[src/hdl/ssg_pkg.sv]
// ----------------------------------------------------------------------------
// ssg_pkg: shared types and constants of the stepper segment step generator
// Request codes, register indexes, field widths and the result item layout.
// ----------------------------------------------------------------------------
package ssg_pkg;

    // Field widths
    localparam int REQ_W     = 2;
    localparam int SEG_W     = 16;
    localparam int TPS_W     = 10;
    localparam int STEPS_W   = 8;
    localparam int POS_W     = 32;
    localparam int PEND_W    = 5;
    localparam int FRAC_BITS = 8;
    localparam int PROD_W    = TPS_W + SEG_W;
    localparam int CMP_W     = PROD_W - FRAC_BITS;

    // Configuration port
    localparam int CFG_IDX_W  = 1;
    localparam int CFG_DATA_W = TPS_W;

    // Defaults
    localparam int                 QUEUE_DEPTH_DEF = 16;
    localparam logic [TPS_W-1:0]   TPS_RESET       = 10'd100;

    // Request codes
    typedef enum logic [REQ_W-1:0] {
        REQ_ENQUEUE = 2'd0,
        REQ_TICK    = 2'd1,
        REQ_RESTART = 2'd2,
        REQ_START   = 2'd3
    } t_req;

    // Register indexes
    typedef enum logic [CFG_IDX_W-1:0] {
        CFG_TPS     = 1'b0,
        CFG_DIR_INV = 1'b1
    } t_cfg_idx;

    // One result item
    typedef struct packed {
        logic                     step_pulse;
        logic                     dir_level;
        logic signed [POS_W-1:0]  position;
        logic [PEND_W-1:0]        pending_count;
        logic                     queue_full;
        logic                     moving_forward;
        logic                     moving_backward;
        logic                     enqueue_dropped;
    } t_out_item;

endpackage

[src/hdl/ssg_in_if.sv]
// ----------------------------------------------------------------------------
// ssg_in_if: request channel
// Valid/ready channel that carries one request item.
// ----------------------------------------------------------------------------
interface ssg_in_if;
    logic                              valid;
    logic                              ready;
    logic [ssg_pkg::REQ_W-1:0]         req_type;
    logic signed [ssg_pkg::SEG_W-1:0]  segment_steps;

    modport source (output valid, output req_type, output segment_steps, input ready);
    modport sink   (input valid, input req_type, input segment_steps, output ready);
endinterface

[src/hdl/ssg_out_if.sv]
// ----------------------------------------------------------------------------
// ssg_out_if: result channel
// Valid/ready channel that carries one result item.
// ----------------------------------------------------------------------------
interface ssg_out_if;
    logic                              valid;
    logic                              ready;
    logic                              step_pulse;
    logic                              dir_level;
    logic signed [ssg_pkg::POS_W-1:0]  position;
    logic [ssg_pkg::PEND_W-1:0]        pending_count;
    logic                              queue_full;
    logic                              moving_forward;
    logic                              moving_backward;
    logic                              enqueue_dropped;

    modport source (
        output valid, output step_pulse, output dir_level, output position,
        output pending_count, output queue_full, output moving_forward,
        output moving_backward, output enqueue_dropped, input ready
    );
    modport sink (
        input valid, input step_pulse, input dir_level, input position,
        input pending_count, input queue_full, input moving_forward,
        input moving_backward, input enqueue_dropped, output ready
    );
endinterface

[src/hdl/stepper_segment_step_generator_unit.sv]
// ----------------------------------------------------------------------------
// stepper_segment_step_generator_unit: one-channel stepper step generator
// Queues signed Q7.8 motion segments and turns timer ticks into step pulses.
// ----------------------------------------------------------------------------
// Usage:
//   i_req carries requests: enqueue a segment, tick, restart (drop the
//   active segment and the queue) or start (clear all state). Every request
//   gives exactly one result item on o_res with the pulse flag, direction
//   level, position, queue fill and motion flags after that request.
//   The configuration port writes the segment length in ticks (index 0) and
//   dir_invert (index 1); write it only while no request is in flight.
//   A request passes an input register, then the update that fills the result
//   register. Throughput is one request per cycle while o_res takes results;
//   the tick path has two short multipliers (tick by magnitude, steps by
//   ticks per segment) and a compare.
//   The segment queue is a RAM read at its head every cycle, so a segment
//   enqueued one request earlier is already visible to a tick.
//   When o_res stalls, the result register holds and the input register
//   takes one more request; after that i_req.ready drops.
//   Reset (synchronous, active low) empties the queue, clears the position
//   and loads a segment length of 100 ticks, dir_invert = 0.
// ----------------------------------------------------------------------------
module stepper_segment_step_generator_unit #(
    parameter int QUEUE_DEPTH = ssg_pkg::QUEUE_DEPTH_DEF
) (
    input  logic                               i_clk,
    input  logic                               i_rst_n,
    input  logic                               i_cfg_we,
    input  logic [ssg_pkg::CFG_IDX_W-1:0]      i_cfg_idx,
    input  logic [ssg_pkg::CFG_DATA_W-1:0]     i_cfg_data,
    ssg_in_if.sink                             i_req,
    ssg_out_if.source                          o_res
);

    localparam int AW = $clog2(QUEUE_DEPTH);
    localparam int CW = $clog2(QUEUE_DEPTH + 1);
    localparam int SW = AW + 1;
    localparam logic [CW-1:0] DEPTH_C = CW'(QUEUE_DEPTH);
    localparam logic [SW-1:0] DEPTH_S = SW'(QUEUE_DEPTH);
    localparam logic [AW-1:0] LAST_A  = AW'(QUEUE_DEPTH - 1);

    // Configuration registers
    logic [ssg_pkg::TPS_W-1:0] r_tps;
    logic                      r_dir_inv;

    // Input register
    logic                              r_in_valid;
    ssg_pkg::t_req                     r_req;
    logic signed [ssg_pkg::SEG_W-1:0]  r_seg;

    // Channel state
    logic [CW-1:0]                       r_count, n_count;
    logic [AW-1:0]                       r_head, n_head;
    logic signed [ssg_pkg::SEG_W-1:0]    r_act, n_act;
    logic                                r_loaded, n_loaded;
    logic [ssg_pkg::TPS_W-1:0]           r_tick, n_tick;
    logic [ssg_pkg::STEPS_W-1:0]         r_steps, n_steps;
    logic signed [ssg_pkg::POS_W-1:0]    r_pos, n_pos;
    logic                                r_dir, n_dir;

    // Result register
    logic               r_out_valid;
    ssg_pkg::t_out_item r_out;

    // Head bypass for a write to the address being read
    logic                       r_byp_hit;
    logic [ssg_pkg::SEG_W-1:0]  r_byp_data;

    logic                                adv;
    logic                                pulse;
    logic                                dropped;
    logic                                loaded_mid;
    logic                                ram_we;
    logic [AW-1:0]                       wr_addr;
    logic [SW-1:0]                       tail_sum;
    logic [AW-1:0]                       head_inc;
    logic [ssg_pkg::SEG_W-1:0]           ram_rdata;
    logic [ssg_pkg::SEG_W-1:0]           head_data;
    logic [ssg_pkg::TPS_W-1:0]           tick_inc;
    logic [ssg_pkg::SEG_W-1:0]           seg_mag;
    logic [ssg_pkg::PROD_W-1:0]          prod_lhs;
    logic [ssg_pkg::CMP_W-1:0]           lhs;
    logic [ssg_pkg::CMP_W-1:0]           rhs;

    // Handshake: the update stage advances when the result register is free
    assign adv         = r_in_valid && (!r_out_valid || o_res.ready);
    assign i_req.ready = !r_in_valid || adv;

    // Configuration writes
    always_ff @(posedge i_clk) begin
        if (!i_rst_n) begin
            r_tps     <= ssg_pkg::TPS_RESET;
            r_dir_inv <= 1'b0;
        end else if (i_cfg_we) begin
            unique case (ssg_pkg::t_cfg_idx'(i_cfg_idx))
                ssg_pkg::CFG_TPS:     r_tps     <= i_cfg_data[ssg_pkg::TPS_W-1:0];
                ssg_pkg::CFG_DIR_INV: r_dir_inv <= i_cfg_data[0];
                default:              r_tps     <= r_tps;
            endcase
        end
    end

    // Capture the request item
    always_ff @(posedge i_clk) begin
        if (!i_rst_n) begin
            r_in_valid <= 1'b0;
        end else if (i_req.ready) begin
            r_in_valid <= i_req.valid;
        end
    end

    always_ff @(posedge i_clk) begin
        if (i_req.ready && i_req.valid) begin
            r_req <= ssg_pkg::t_req'(i_req.req_type);
            r_seg <= i_req.segment_steps;
        end
    end

    // Queue addressing: tail = (head + count) mod depth, head advance wraps
    assign tail_sum = {1'b0, r_head} + SW'(r_count);
    assign wr_addr  = (tail_sum >= DEPTH_S) ? AW'(tail_sum - DEPTH_S) : tail_sum[AW-1:0];
    assign head_inc = (r_head == LAST_A) ? '0 : AW'(r_head + 1'b1);

    // Segment queue, read at the next head every cycle
    ssg_ram #(
        .WIDTH (ssg_pkg::SEG_W),
        .DEPTH (QUEUE_DEPTH)
    ) u_queue (
        .i_clk   (i_clk),
        .i_we    (ram_we),
        .i_waddr (wr_addr),
        .i_wdata (r_seg),
        .i_raddr (n_head),
        .o_rdata (ram_rdata)
    );

    always_ff @(posedge i_clk) begin
        if (!i_rst_n) begin
            r_byp_hit <= 1'b0;
        end else begin
            r_byp_hit <= ram_we && (wr_addr == n_head);
        end
    end

    always_ff @(posedge i_clk) begin
        r_byp_data <= r_seg;
    end

    assign head_data = r_byp_hit ? r_byp_data : ram_rdata;

    // Step test: floor(tick * |segment| / 256) > steps * segment length
    assign tick_inc = r_tick + 1'b1;
    assign seg_mag  = r_act[ssg_pkg::SEG_W-1] ? ssg_pkg::SEG_W'(-r_act)
                                              : ssg_pkg::SEG_W'(r_act);
    assign prod_lhs = tick_inc * seg_mag;
    assign lhs      = prod_lhs[ssg_pkg::PROD_W-1:ssg_pkg::FRAC_BITS];
    assign rhs      = r_steps * r_tps;

    // Request decode and state update
    always_comb begin
        n_count    = r_count;
        n_head     = r_head;
        n_act      = r_act;
        n_loaded   = r_loaded;
        n_tick     = r_tick;
        n_steps    = r_steps;
        n_pos      = r_pos;
        n_dir      = r_dir;
        pulse      = 1'b0;
        dropped    = 1'b0;
        ram_we     = 1'b0;
        loaded_mid = r_loaded;
        if (adv) begin
            unique case (r_req)
                ssg_pkg::REQ_ENQUEUE: begin
                    if (r_count == DEPTH_C) begin
                        dropped = 1'b1;
                    end else begin
                        ram_we  = 1'b1;
                        n_count = CW'(r_count + 1'b1);
                    end
                end
                ssg_pkg::REQ_TICK: begin
                    // advance the active segment
                    if (r_loaded) begin
                        n_tick = tick_inc;
                        if (lhs > rhs) begin
                            pulse   = 1'b1;
                            n_steps = r_steps + 1'b1;
                        end
                        if (tick_inc >= r_tps) begin
                            if (r_act > 0) begin
                                n_pos = r_pos + ssg_pkg::POS_W'(n_steps);
                            end else begin
                                n_pos = r_pos - ssg_pkg::POS_W'(n_steps);
                            end
                            loaded_mid = 1'b0;
                        end
                    end
                    // load the next queued segment
                    if (!loaded_mid && r_count != '0) begin
                        n_act    = head_data;
                        n_head   = head_inc;
                        n_count  = CW'(r_count - 1'b1);
                        n_loaded = 1'b1;
                        n_steps  = '0;
                        n_tick   = '0;
                        n_dir    = head_data[ssg_pkg::SEG_W-1] ^ r_dir_inv;
                    end else begin
                        n_loaded = loaded_mid;
                    end
                end
                ssg_pkg::REQ_RESTART: begin
                    n_loaded = 1'b0;
                    n_dir    = 1'b0;
                    n_count  = '0;
                    n_head   = '0;
                end
                ssg_pkg::REQ_START: begin
                    n_count  = '0;
                    n_head   = '0;
                    n_act    = '0;
                    n_loaded = 1'b0;
                    n_tick   = '0;
                    n_steps  = '0;
                    n_pos    = '0;
                    n_dir    = 1'b0;
                end
                default: begin
                    n_loaded = r_loaded;
                end
            endcase
        end
    end

    // Hold the channel state
    always_ff @(posedge i_clk) begin
        if (!i_rst_n) begin
            r_count  <= '0;
            r_head   <= '0;
            r_act    <= '0;
            r_loaded <= 1'b0;
            r_tick   <= '0;
            r_steps  <= '0;
            r_pos    <= '0;
            r_dir    <= 1'b0;
        end else begin
            r_count  <= n_count;
            r_head   <= n_head;
            r_act    <= n_act;
            r_loaded <= n_loaded;
            r_tick   <= n_tick;
            r_steps  <= n_steps;
            r_pos    <= n_pos;
            r_dir    <= n_dir;
        end
    end

    // Result register
    always_ff @(posedge i_clk) begin
        if (!i_rst_n) begin
            r_out_valid <= 1'b0;
        end else if (adv) begin
            r_out_valid <= 1'b1;
        end else if (o_res.ready) begin
            r_out_valid <= 1'b0;
        end
    end

    always_ff @(posedge i_clk) begin
        if (adv) begin
            r_out.step_pulse      <= pulse;
            r_out.dir_level       <= n_dir;
            r_out.position        <= n_pos;
            r_out.pending_count   <= ssg_pkg::PEND_W'(n_count);
            r_out.queue_full      <= (n_count == DEPTH_C);
            r_out.moving_forward  <= n_loaded && (n_act > 0);
            r_out.moving_backward <= n_loaded && (n_act < 0);
            r_out.enqueue_dropped <= dropped;
        end
    end

    assign o_res.valid           = r_out_valid;
    assign o_res.step_pulse      = r_out.step_pulse;
    assign o_res.dir_level       = r_out.dir_level;
    assign o_res.position        = r_out.position;
    assign o_res.pending_count   = r_out.pending_count;
    assign o_res.queue_full      = r_out.queue_full;
    assign o_res.moving_forward  = r_out.moving_forward;
    assign o_res.moving_backward = r_out.moving_backward;
    assign o_res.enqueue_dropped = r_out.enqueue_dropped;

    // Queue fill never exceeds its depth
    a_count_range: assert property (@(posedge i_clk) disable iff (!i_rst_n)
        r_count <= DEPTH_C)
        else $error("queue count above depth");

    // An accepted enqueue grows the queue by one
    a_enq_count: assert property (@(posedge i_clk) disable iff (!i_rst_n)
        (adv && r_req == ssg_pkg::REQ_ENQUEUE && r_count != DEPTH_C)
        |=> (r_count == $past(r_count) + 1'b1))
        else $error("enqueue did not grow the queue");

    // A dropped segment is only reported with a full queue
    a_drop_full: assert property (@(posedge i_clk) disable iff (!i_rst_n)
        (r_out_valid && r_out.enqueue_dropped) |-> r_out.queue_full)
        else $error("drop reported with room in queue");

    // Pulses come only from a loaded segment
    a_pulse_loaded: assert property (@(posedge i_clk) disable iff (!i_rst_n)
        (adv && pulse) |-> r_loaded)
        else $error("pulse without active segment");

    // Restart leaves the channel idle with direction cleared
    a_restart_idle: assert property (@(posedge i_clk) disable iff (!i_rst_n)
        (adv && r_req == ssg_pkg::REQ_RESTART) |=> (!r_loaded && !r_dir && r_count == '0))
        else $error("restart left channel active");

endmodule

[src/hdl/ssg_ram.sv]
// ----------------------------------------------------------------------------
// ssg_ram: generic single-port-write, single-port-read RAM
// One write and one registered read per cycle; a read of the address being
// written returns the old contents.
// ----------------------------------------------------------------------------
module ssg_ram #(
    parameter int WIDTH = 16,
    parameter int DEPTH = 16
) (
    input  logic                      i_clk,
    input  logic                      i_we,
    input  logic [$clog2(DEPTH)-1:0]  i_waddr,
    input  logic [WIDTH-1:0]          i_wdata,
    input  logic [$clog2(DEPTH)-1:0]  i_raddr,
    output logic [WIDTH-1:0]          o_rdata
);

    logic [WIDTH-1:0] r_mem [DEPTH];
    logic [WIDTH-1:0] r_rdata;

    // Write port
    always_ff @(posedge i_clk) begin
        if (i_we) begin
            r_mem[i_waddr] <= i_wdata;
        end
    end

    // Registered read port
    always_ff @(posedge i_clk) begin
        r_rdata <= r_mem[i_raddr];
    end

    assign o_rdata = r_rdata;

endmodule
[src/flat_wrapper.sv]
// flat-port wrapper written by rule: the top's interface ports become plain ports
module stepper_segment_step_generator_unit_flat 
#(
    parameter int QUEUE_DEPTH = ssg_pkg::QUEUE_DEPTH_DEF
)
  (i_clk, i_rst_n, i_cfg_we, i_cfg_idx, i_cfg_data, i_req_valid, i_req_req_type, i_req_segment_steps, i_req_ready, o_res_valid, o_res_step_pulse, o_res_dir_level, o_res_position, o_res_pending_count, o_res_queue_full, o_res_moving_forward, o_res_moving_backward, o_res_enqueue_dropped, o_res_ready);
  ssg_in_if i_req_i ();
  ssg_out_if o_res_i ();
  input  logic i_clk;
  input  logic i_rst_n;
  input  logic i_cfg_we;
  input  logic [ssg_pkg::CFG_IDX_W-1:0] i_cfg_idx;
  input  logic [ssg_pkg::CFG_DATA_W-1:0] i_cfg_data;
  input wire logic [$bits(i_req_i.valid)-1:0] i_req_valid;
  input wire logic [$bits(i_req_i.req_type)-1:0] i_req_req_type;
  input wire logic [$bits(i_req_i.segment_steps)-1:0] i_req_segment_steps;
  output wire logic [$bits(i_req_i.ready)-1:0] i_req_ready;
  output wire logic [$bits(o_res_i.valid)-1:0] o_res_valid;
  output wire logic [$bits(o_res_i.step_pulse)-1:0] o_res_step_pulse;
  output wire logic [$bits(o_res_i.dir_level)-1:0] o_res_dir_level;
  output wire logic [$bits(o_res_i.position)-1:0] o_res_position;
  output wire logic [$bits(o_res_i.pending_count)-1:0] o_res_pending_count;
  output wire logic [$bits(o_res_i.queue_full)-1:0] o_res_queue_full;
  output wire logic [$bits(o_res_i.moving_forward)-1:0] o_res_moving_forward;
  output wire logic [$bits(o_res_i.moving_backward)-1:0] o_res_moving_backward;
  output wire logic [$bits(o_res_i.enqueue_dropped)-1:0] o_res_enqueue_dropped;
  input wire logic [$bits(o_res_i.ready)-1:0] o_res_ready;
  assign i_req_i.valid = i_req_valid;
  assign i_req_i.req_type = i_req_req_type;
  assign i_req_i.segment_steps = i_req_segment_steps;
  assign i_req_ready = i_req_i.ready;
  assign o_res_valid = o_res_i.valid;
  assign o_res_step_pulse = o_res_i.step_pulse;
  assign o_res_dir_level = o_res_i.dir_level;
  assign o_res_position = o_res_i.position;
  assign o_res_pending_count = o_res_i.pending_count;
  assign o_res_queue_full = o_res_i.queue_full;
  assign o_res_moving_forward = o_res_i.moving_forward;
  assign o_res_moving_backward = o_res_i.moving_backward;
  assign o_res_enqueue_dropped = o_res_i.enqueue_dropped;
  assign o_res_i.ready = o_res_ready;
  stepper_segment_step_generator_unit #(.QUEUE_DEPTH(QUEUE_DEPTH)) u_core (.i_clk(i_clk), .i_rst_n(i_rst_n), .i_cfg_we(i_cfg_we), .i_cfg_idx(i_cfg_idx), .i_cfg_data(i_cfg_data), .i_req(i_req_i), .o_res(o_res_i));
endmodule
[config.mk]
export PLATFORM = sky130hd
export DESIGN_NAME = stepper_segment_step_generator_unit_flat
export DESIGN_NICKNAME = d
export VERILOG_FILES = /design/src/hdl/ssg_pkg.sv /design/src/hdl/ssg_in_if.sv /design/src/hdl/ssg_out_if.sv /design/src/hdl/stepper_segment_step_generator_unit.sv /design/src/hdl/ssg_ram.sv /design/src/flat_wrapper.sv
export SDC_FILE = /design/constraint.sdc
export NUM_CORES = 1
export LEC_CHECK = 0
export BUFFER_PORTS_ARGS = -buffer_cell sky130_fd_sc_hd__buf_2
export CORE_MARGIN = 4
export CORE_UTILIZATION = 45
export CTS_BUF_LIST = sky130_fd_sc_hd__clkbuf_2 sky130_fd_sc_hd__clkbuf_4 sky130_fd_sc_hd__clkbuf_8
export DETAILED_ROUTE_END_ITERATION = 12
export PLACE_DENSITY = 0.61
export SLEW_MARGIN = 20
export SYNTH_ARGS = -nofsm -noshare
export SYNTH_HDL_FRONTEND = slang
export SYNTH_SLANG_ARGS = --single-unit
[constraint.sdc]
create_clock -name i_clk -period 11.27 [get_ports i_clk]
set_clock_uncertainty 0.2 [all_clocks]
set_input_delay 1.127 -clock i_clk [delete_from_list [all_inputs] [get_ports i_clk]]
set_output_delay 1.127 -clock i_clk [all_outputs]
set_load 0.05 [all_outputs]
### Word level (Yosys, flattened, before mapping)

Memories as Yosys holds them, arrays and structs flattened. A register that Yosys moved wholly into a read port is not among the register bits.
Cells that the tools add are included.

* memory bits (writable): 256
* memories kept: 1
* ROM bits: 0
* latch bits: 0
* input bits: 34
* word-level logic and storage cells: 121
* flip-flop bits (word level): 168

Memory list
* u_core.u_queue.r_mem: words 16, width 16, read ports 1, clocked after memory_dff 1, write ports 1, line ssg_ram.sv:18 `logic [WIDTH-1:0] r_mem [DEPTH];`

* equal/unequal tests: 8
* reduce and logical (&&, ||, !) cells: 20
* bitwise gates (word level): 2
* order comparisons: 6
* add/subtract/negate cells: 10
* muxes and demuxes: 48
* divide/modulo/power cells: 0
* shift-type cells: 0
* multipliers: 2

Operators with widths (number)
* 32-bit 2-to-1 mux: 4
* 16-bit 2-to-1 mux: 4
* 32-bit one-hot mux with 2 select lines: 1
* 8-bit 2-to-1 mux: 6
* 32-bit by 8-bit adder with 32-bit output: 1
* 16-bit by 1-bit greater-than comparator with 1-bit output (second input constant): 2
* 16-bit one-hot mux with 2 select lines: 1
* 32-bit by 8-bit subtractor with 32-bit output: 1
* 10-bit by 16-bit multiplier with 26-bit output: 1
* 10-bit 2-to-1 mux: 2
* 10-bit one-hot mux with 2 select lines: 1
* 18-bit greater-than comparator: 1
* 8-bit by 10-bit multiplier with 18-bit output: 1
* 1-bit 2-to-1 mux: 17
* 16-bit by 1-bit < comparator with 1-bit output (second input constant): 1
* 4-bit 2-to-1 mux: 4
* 16-bit negator: 1
* 8-bit one-hot mux with 2 select lines: 1
* 5-bit 2-to-1 mux: 3
* 5-bit one-hot mux with 3 select lines: 1
* 10-bit by 1-bit adder with 10-bit output (second input constant): 1
* 5-bit == test (second input constant): 2
* 10-bit >= comparator: 1
* 8-bit by 1-bit adder with 8-bit output (second input constant): 1
* 24 further kinds: 37

### Logic depth before layout (Yosys ltp)

* depth after elaboration: 14
* depth in mapped cells: 51
* gate-level depth less buffers: 50

### By module

A second synthesis with hierarchy kept.

* cell total of the unflattened synthesis: 2371
* area total of the unflattened synthesis: 27157.3 um^2

By module, submodules not included
* stepper_segment_step_generator_unit: area each 17115.2 um^2, cells an instance 1939, instances 1
* ssg_ram: area each 10042.1 um^2, cells an instance 432, instances 1

### Least setup slack after synthesis

OpenSTA, ideal clock, no wires.

* path type: flip-flop to flip-flop
* start point: register u_core.r_act[7] (netlist bit)
* end point: register u_core.o_res.position[31] (netlist name)
* stages on the path, launching flop included: 47
* arrival: 11.156 ns
* setup slack: -0.342 ns
* library setup time: 0.256 ns
* data required time: 10.814 ns
* path buffers: 0
* path through: dfxtp_1 > or3_1 > or2_2 > or3_1 > o41ai_1 > xnor2_1 > nand2_1 > fa_1 > inv_1 > fa_1 > fa_1 > fa_1 > inv_1 > fa_1 > inv_1 > ha_1 > a21o_1 > a21o_1 > [... 11 more ...] > a21oi_1 > nand4_1 > xor2_1 > o211ai_1 > nor3_1 > ha_1 > o21ai_0 > ha_1 > nand3_1 > o22ai_1 > nor4_1 > a21oi_1 > a21oi_1 > o41ai_1 > a21oi_1 > xnor2_1 > o21bai_1 > a22o_1

* cells in the longest elaborated chain, start to end: 14

RTL lines
* start: declaration: line stepper_segment_step_generator_unit.sv:54 `logic signed [ssg_pkg::SEG_W-1:0] r_act, n_act;`
* start signal: assignment: line stepper_segment_step_generator_unit.sv:250 `r_act <= n_act;`
* 16-bit negator: line stepper_segment_step_generator_unit.sv:153 `assign seg_mag = r_act[ssg_pkg::SEG_W-1] ? ssg_pkg::SEG_W'(-r_act)`
* 16-bit 2-to-1 mux: line stepper_segment_step_generator_unit.sv:153
* 10-bit by 16-bit multiplier with 26-bit output: line stepper_segment_step_generator_unit.sv:155 `assign prod_lhs = tick_inc * seg_mag;`
* 18-bit greater-than comparator: line stepper_segment_step_generator_unit.sv:187 `if (lhs > rhs) begin`
* 8-bit 2-to-1 mux: line stepper_segment_step_generator_unit.sv:187
* 8-bit 2-to-1 mux: line stepper_segment_step_generator_unit.sv:185 `if (r_loaded) begin`
* 8-bit 2-to-1 mux: line stepper_segment_step_generator_unit.sv:174 `unique case (r_req)`
* 8-bit 2-to-1 mux: line stepper_segment_step_generator_unit.sv:173 `if (adv) begin`
* 32-bit by 8-bit subtractor with 32-bit output or 32-bit by 8-bit adder with 32-bit output (tied branches): line stepper_segment_step_generator_unit.sv:195, stepper_segment_step_generator_unit.sv:193
* 32-bit 2-to-1 mux (*): line stepper_segment_step_generator_unit.sv:192 `if (r_act > 0) begin`
* 32-bit 2-to-1 mux (*): line stepper_segment_step_generator_unit.sv:191 `if (tick_inc >= r_tps) begin`
* 32-bit 2-to-1 mux (*): line stepper_segment_step_generator_unit.sv:185
* 32-bit one-hot mux with 2 select lines (*): line stepper_segment_step_generator_unit.sv:174
* 32-bit 2-to-1 mux (*): line stepper_segment_step_generator_unit.sv:173
* via u_core.n_pos, one bit: line stepper_segment_step_generator_unit.sv:58 `logic signed [ssg_pkg::POS_W-1:0] r_pos, n_pos;`

The timed path passes the listed nets; every way through them passes the cells marked *. The select of a mux whose other input is x is not followed.
A chain may end at the register's enable or synchronous reset.

### Worst setup path in the final report

* start point: register u_core.r_act[7] (netlist bit)
* end point: register u_core.o_res.position[28] (netlist name)

* cells in the longest elaborated chain, start to end: 14

RTL lines (line)
* 16-bit negator: stepper_segment_step_generator_unit.sv:153
* 16-bit 2-to-1 mux: stepper_segment_step_generator_unit.sv:153
* 10-bit by 16-bit multiplier with 26-bit output: stepper_segment_step_generator_unit.sv:155
* 18-bit greater-than comparator: stepper_segment_step_generator_unit.sv:187
* 8-bit 2-to-1 mux: stepper_segment_step_generator_unit.sv:187
* 8-bit 2-to-1 mux: stepper_segment_step_generator_unit.sv:185
* 8-bit 2-to-1 mux: stepper_segment_step_generator_unit.sv:174
* 8-bit 2-to-1 mux: stepper_segment_step_generator_unit.sv:173
* 32-bit by 8-bit subtractor with 32-bit output or 32-bit by 8-bit adder with 32-bit output (tied branches): stepper_segment_step_generator_unit.sv:195, stepper_segment_step_generator_unit.sv:193
* 32-bit 2-to-1 mux (*): stepper_segment_step_generator_unit.sv:192
* 32-bit 2-to-1 mux (*): stepper_segment_step_generator_unit.sv:191
* 32-bit 2-to-1 mux (*): stepper_segment_step_generator_unit.sv:185
* 32-bit one-hot mux with 2 select lines (*): stepper_segment_step_generator_unit.sv:174
* 32-bit 2-to-1 mux (*): stepper_segment_step_generator_unit.sv:173
* via u_core.n_pos, one bit: stepper_segment_step_generator_unit.sv:58

Marked as above.

==> results.cfg <==
[yosys]
synth_enable_flop_cells = 317
synthFlopType = edfxtp_1
synthesis.area_um2 = 27000
post_synth.cell_area_avg_um2 = 11.1
synth.ff_latch_count = 440
mappedNetlistNets = 2808
asr_flop_ratio_synth_pct = 0
synth.largest_area_cell = edfxtp_1
ys_seq_area_share_pct = 44.4
netlist-cell-type-count = 69
syn-instance-count = 2444
yosys_warnings = 0
synthDominantCellAreaShare_pct = 35.2
yosys-top-cells-area = edfxtp_1 (35%), fa_1 (12%), dfxtp_1 (9.1%)

[clock_tree]
clk-insertion-delay-late_ns = 0.62
cts_inserted_buffers = 70
htree_levels = 3
tritoncts = done
cts.clk_slew.worst_paths_ns = 0.06
clockRootBuffer = clkbuf_8
cts_max_path_buffers = 3
cts_sinks = 440
postCtsHoldBufs = 0

[sta]
unrepaired_setup_endpoints_after_global_routing = true
slew_viols_final = 0
final.period_utilization_pct = 98.7
clock.fmax_ghz = 0.0899
timing.final.hold_violations = 0
min_period_ns = 11.12
final-setup-viol-count = 0
worst_slew_margin_pct = 14.9
worst_margin_slew_ns = 1.28

[power]
power_frac_clock_pct = 42.3
worst_ir_drop_vdd_uv = 109
power.leakage_uw = 0.0137
power.share.switching_pct = 22.0
sequentialPowerShare_pct = 53.5
power_frac_comb_pct = 4.2
power.net_switching_uw = 733
power.internal_uw = 2590
pwr_density_cell_nw_per_um2 = 106

[floorplan]
floorplan.rows = 89
fp.dieW_um = 253
initial_utilization_pct = 45.6
floorplan.io_pins = 79
dieHeight_um = 253
dieArea_um2 = 64000
placeable_core_region_um2 = 59200

[global_route]
vias_in_the_first_global_route = 19000
global_route_track_usage_on_met2_pct = 33.7
wire_length_of_the_first_global_routing_pass_um = 103000
number_of_antenna_violations_at_the_first_check_in_global_routing = 1
grt_start_max_net_pins = 163
grt_overflow = 0
met1_usage_pct = 28.4
top_usage_layer = met2
grtUsageTotal_pct = 20.4
use_met3_pct = 2.90

[cells_and_area]
final_util_pct = 53.0
layout-drive-gt1-share_pct = 19.4
areaGrowthSynthToFinish_pct = 16.2
layout.nets = 3026
finish.instance_area_um2 = 31400

[outcome]
outcome = finished, final reports clean

[worst_setup_path]
critPathMaxFanout = 6
worst_ep_required_time_ns = 11.41
timing.critical_path.mode_cell = fa_1
cp_slowest_cell = fa_1
worst_setup_path_start_kind = flop
cp_slowest_stage_delay_ns = 0.52
timing.critical_path.to_type = flop
worstPathArrival_ns = 11.27
critical_path_class = flop to flop

[detailed_routing]
post_drt_wl_per_cell_um = 18.8
dr.first_iter.drc_count = 1113
post-route-drc-count = 0
wirelength_um = 65700
viasPerCell = 5.38
drt.antenna.violating_nets = 0
detail_route.first_pass.iterations = 7
vias = 18800

[place]
place.port_buffers = 78
dpl.hpwl_um = 45700
globalplace.congestion = 0.899
placement.cell_area_um2 = 29100

[hold_path]
worst_hold_path_type = flop to flop

[job]
timing.max_cap.violations = 0
-- critical path: cells and delay by family (launching register included) --
| kind | cells | cell delay [ns] |
|---|---|---|
| adder cells (fa/ha/maj) | 8 | 3.25 |
| AND/OR/NAND/NOR | 14 | 2.84 |
| AO/OA/AOI/OAI | 14 | 2.80 |
| buffers and inverters | 7 | 0.75 |
| multiplexers | 2 | 0.46 |
| flip-flops | 1 | 0.32 |
| XOR/XNOR | 2 | 0.23 |
-- repair_timing --
| item | in CTS | in global routing |
|---|---|---|
| resized for setup | 23 | 102 |
| pin swaps | 26 | 55 |
| cloned | 0 | 1 |
| buffers inserted | 6 | 21 |
| endpoints found under the setup margin | 18 | 47 |
-- power groups by stage --
stage / Combinational (uW) / Clock [uW] / Sequential [uW]
finish: 138 / 1410 / 1780
floorplan: 68.6 / 0 / 1820
global route: 150 / 1520 / 1780
global placement: 128 / 0 / 1810
detailed placement: 129 / 0 / 1810
CTS: 132 / 1440 / 1780
-- layer usage --
metal | part of all wire (%) | vias to the layer above
li1 | - | 8958
met1 | 45 | 9268
met2 | 48 | 446
met3 | 4.4 | 102
met4 | 2.1 | 0
met5 | 0 | -
-- cells in the mapped netlist (16+ instances only) --
cell      instances
edfxtp_1        317
nand4_1          27
o21a_1           16
nand2_1         237
ha_1            171
a21oi_1          81
xnor2_1          65
dfxtp_1         123
nor2_1          185
nand3_1          30
and2_1           89
clkbuf_1         75
mux2_2           31
inv_1           209
o211ai_1         39
o21ai_0          66
nor3_1           19
a211oi_1         39
a21o_1           42
a211o_1          33
nand2b_1         29
fa_1            159
buf_2            19
nor2b_1          50
mux2i_1          88
xor2_1           39
-- layout make-up --
class                           instances  area [um2]
Fill cell                            5135       27900
Timing Repair Buffer                  248        1710
Multi-Input combinational cell       1691       14400
Inverter                              211         792
Clock buffer                          118        1410
Antenna cell                            1        2.50
Clock inverter                         10        77.6
Sequential cell                       440       12000
Tap cell                              773         967
-- state kept, by name (all words and copies together) (netlist names), 2 cells and up --
| name | count |
|---|---|
| u_core.o_res.pending_count | 5 |
| u_core.o_res.position | 32 |
| u_core.r_act | 16 |
| u_core.r_byp_data | 16 |
| u_core.r_count | 5 |
| u_core.r_head | 4 |
| u_core.r_pos | 32 |
| u_core.r_req | 2 |
| u_core.r_seg | 16 |
| u_core.r_steps | 8 |
| u_core.r_tick | 10 |
| u_core.r_tps | 10 |
| u_core.u_queue.o_rdata | 16 |
| u_core.u_queue.r_mem | 256 |
-- per-stage QoR --
step	setup WS [ns]	total power, uW	cells	hold WS (ns)	TNS, ns
2_1_floorplan	0.00146	1890	2444	0.248	0
3_3_place_gp	0.00408	1940	3336	0.308	0
3_5_place_dp	-0.170	1940	3336	0.315	-0.768
4_1_cts	0.0583	3360	3470	0.330	0
5_1_grt	-0.322	3450	3492	0.364	-4.82
6_report	0.147	3330	3492	0.333	0
-- logic make-up after synthesis --
group                      after synthesis  share of synthesized area, %
and+or+nand+nor                        719                          12.7
muxes                                  120                          4.60
adders and majority gates              330                          19.7
AOI/OAI and AO/OA                      418                          10.8
xor gates and xnor gates               104                          3.37
DFF                                    440                          44.4
buffers and inverters                  313                          4.55
-- cell usage in the layout, fill, tap and decap left out, drive strengths merged, types with 10 or more instances in the layout --
cell / instances
edfxtp: 317
buf: 247
nand2: 237
inv: 212
nor2: 185
ha: 171
fa: 159
dfxtp: 123
clkbuf: 118
and2: 89
mux2i: 88
a21oi: 81
o21ai: 69
xnor2: 65
nor2b: 50
a21o: 42
a211oi: 41
o211ai: 39
xor2: 39
a211o: 33
mux2: 32
nand3: 30
nand2b: 29
nand4: 27
nor3: 19
o21a: 16
a2bb2oi: 14
and3: 10
o21bai: 10
a22oi: 10
a22o: 10
-- final timing paths --
kind / to / slack [ns] / cells past startpoint / from
worst max-delay path: u_core.o_res.position[28]$_DFFE_PP_ / 0.15 / 47 / u_core.r_act[7]$_SDFF_PN0_
worst min-delay path: u_core.o_res.valid$_SDFFE_PN0P_ / 0.33 / 2 / u_core.r_in_valid$_SDFFE_PN0N_
worst max register to register: u_core.o_res.position[28]$_DFFE_PP_ / 0.15 / 47 / u_core.r_act[7]$_SDFF_PN0_
worst min register to register: u_core.o_res.valid$_SDFFE_PN0P_ / 0.33 / 2 / u_core.r_in_valid$_SDFFE_PN0N_
Power figures use the tool's default switching activity.
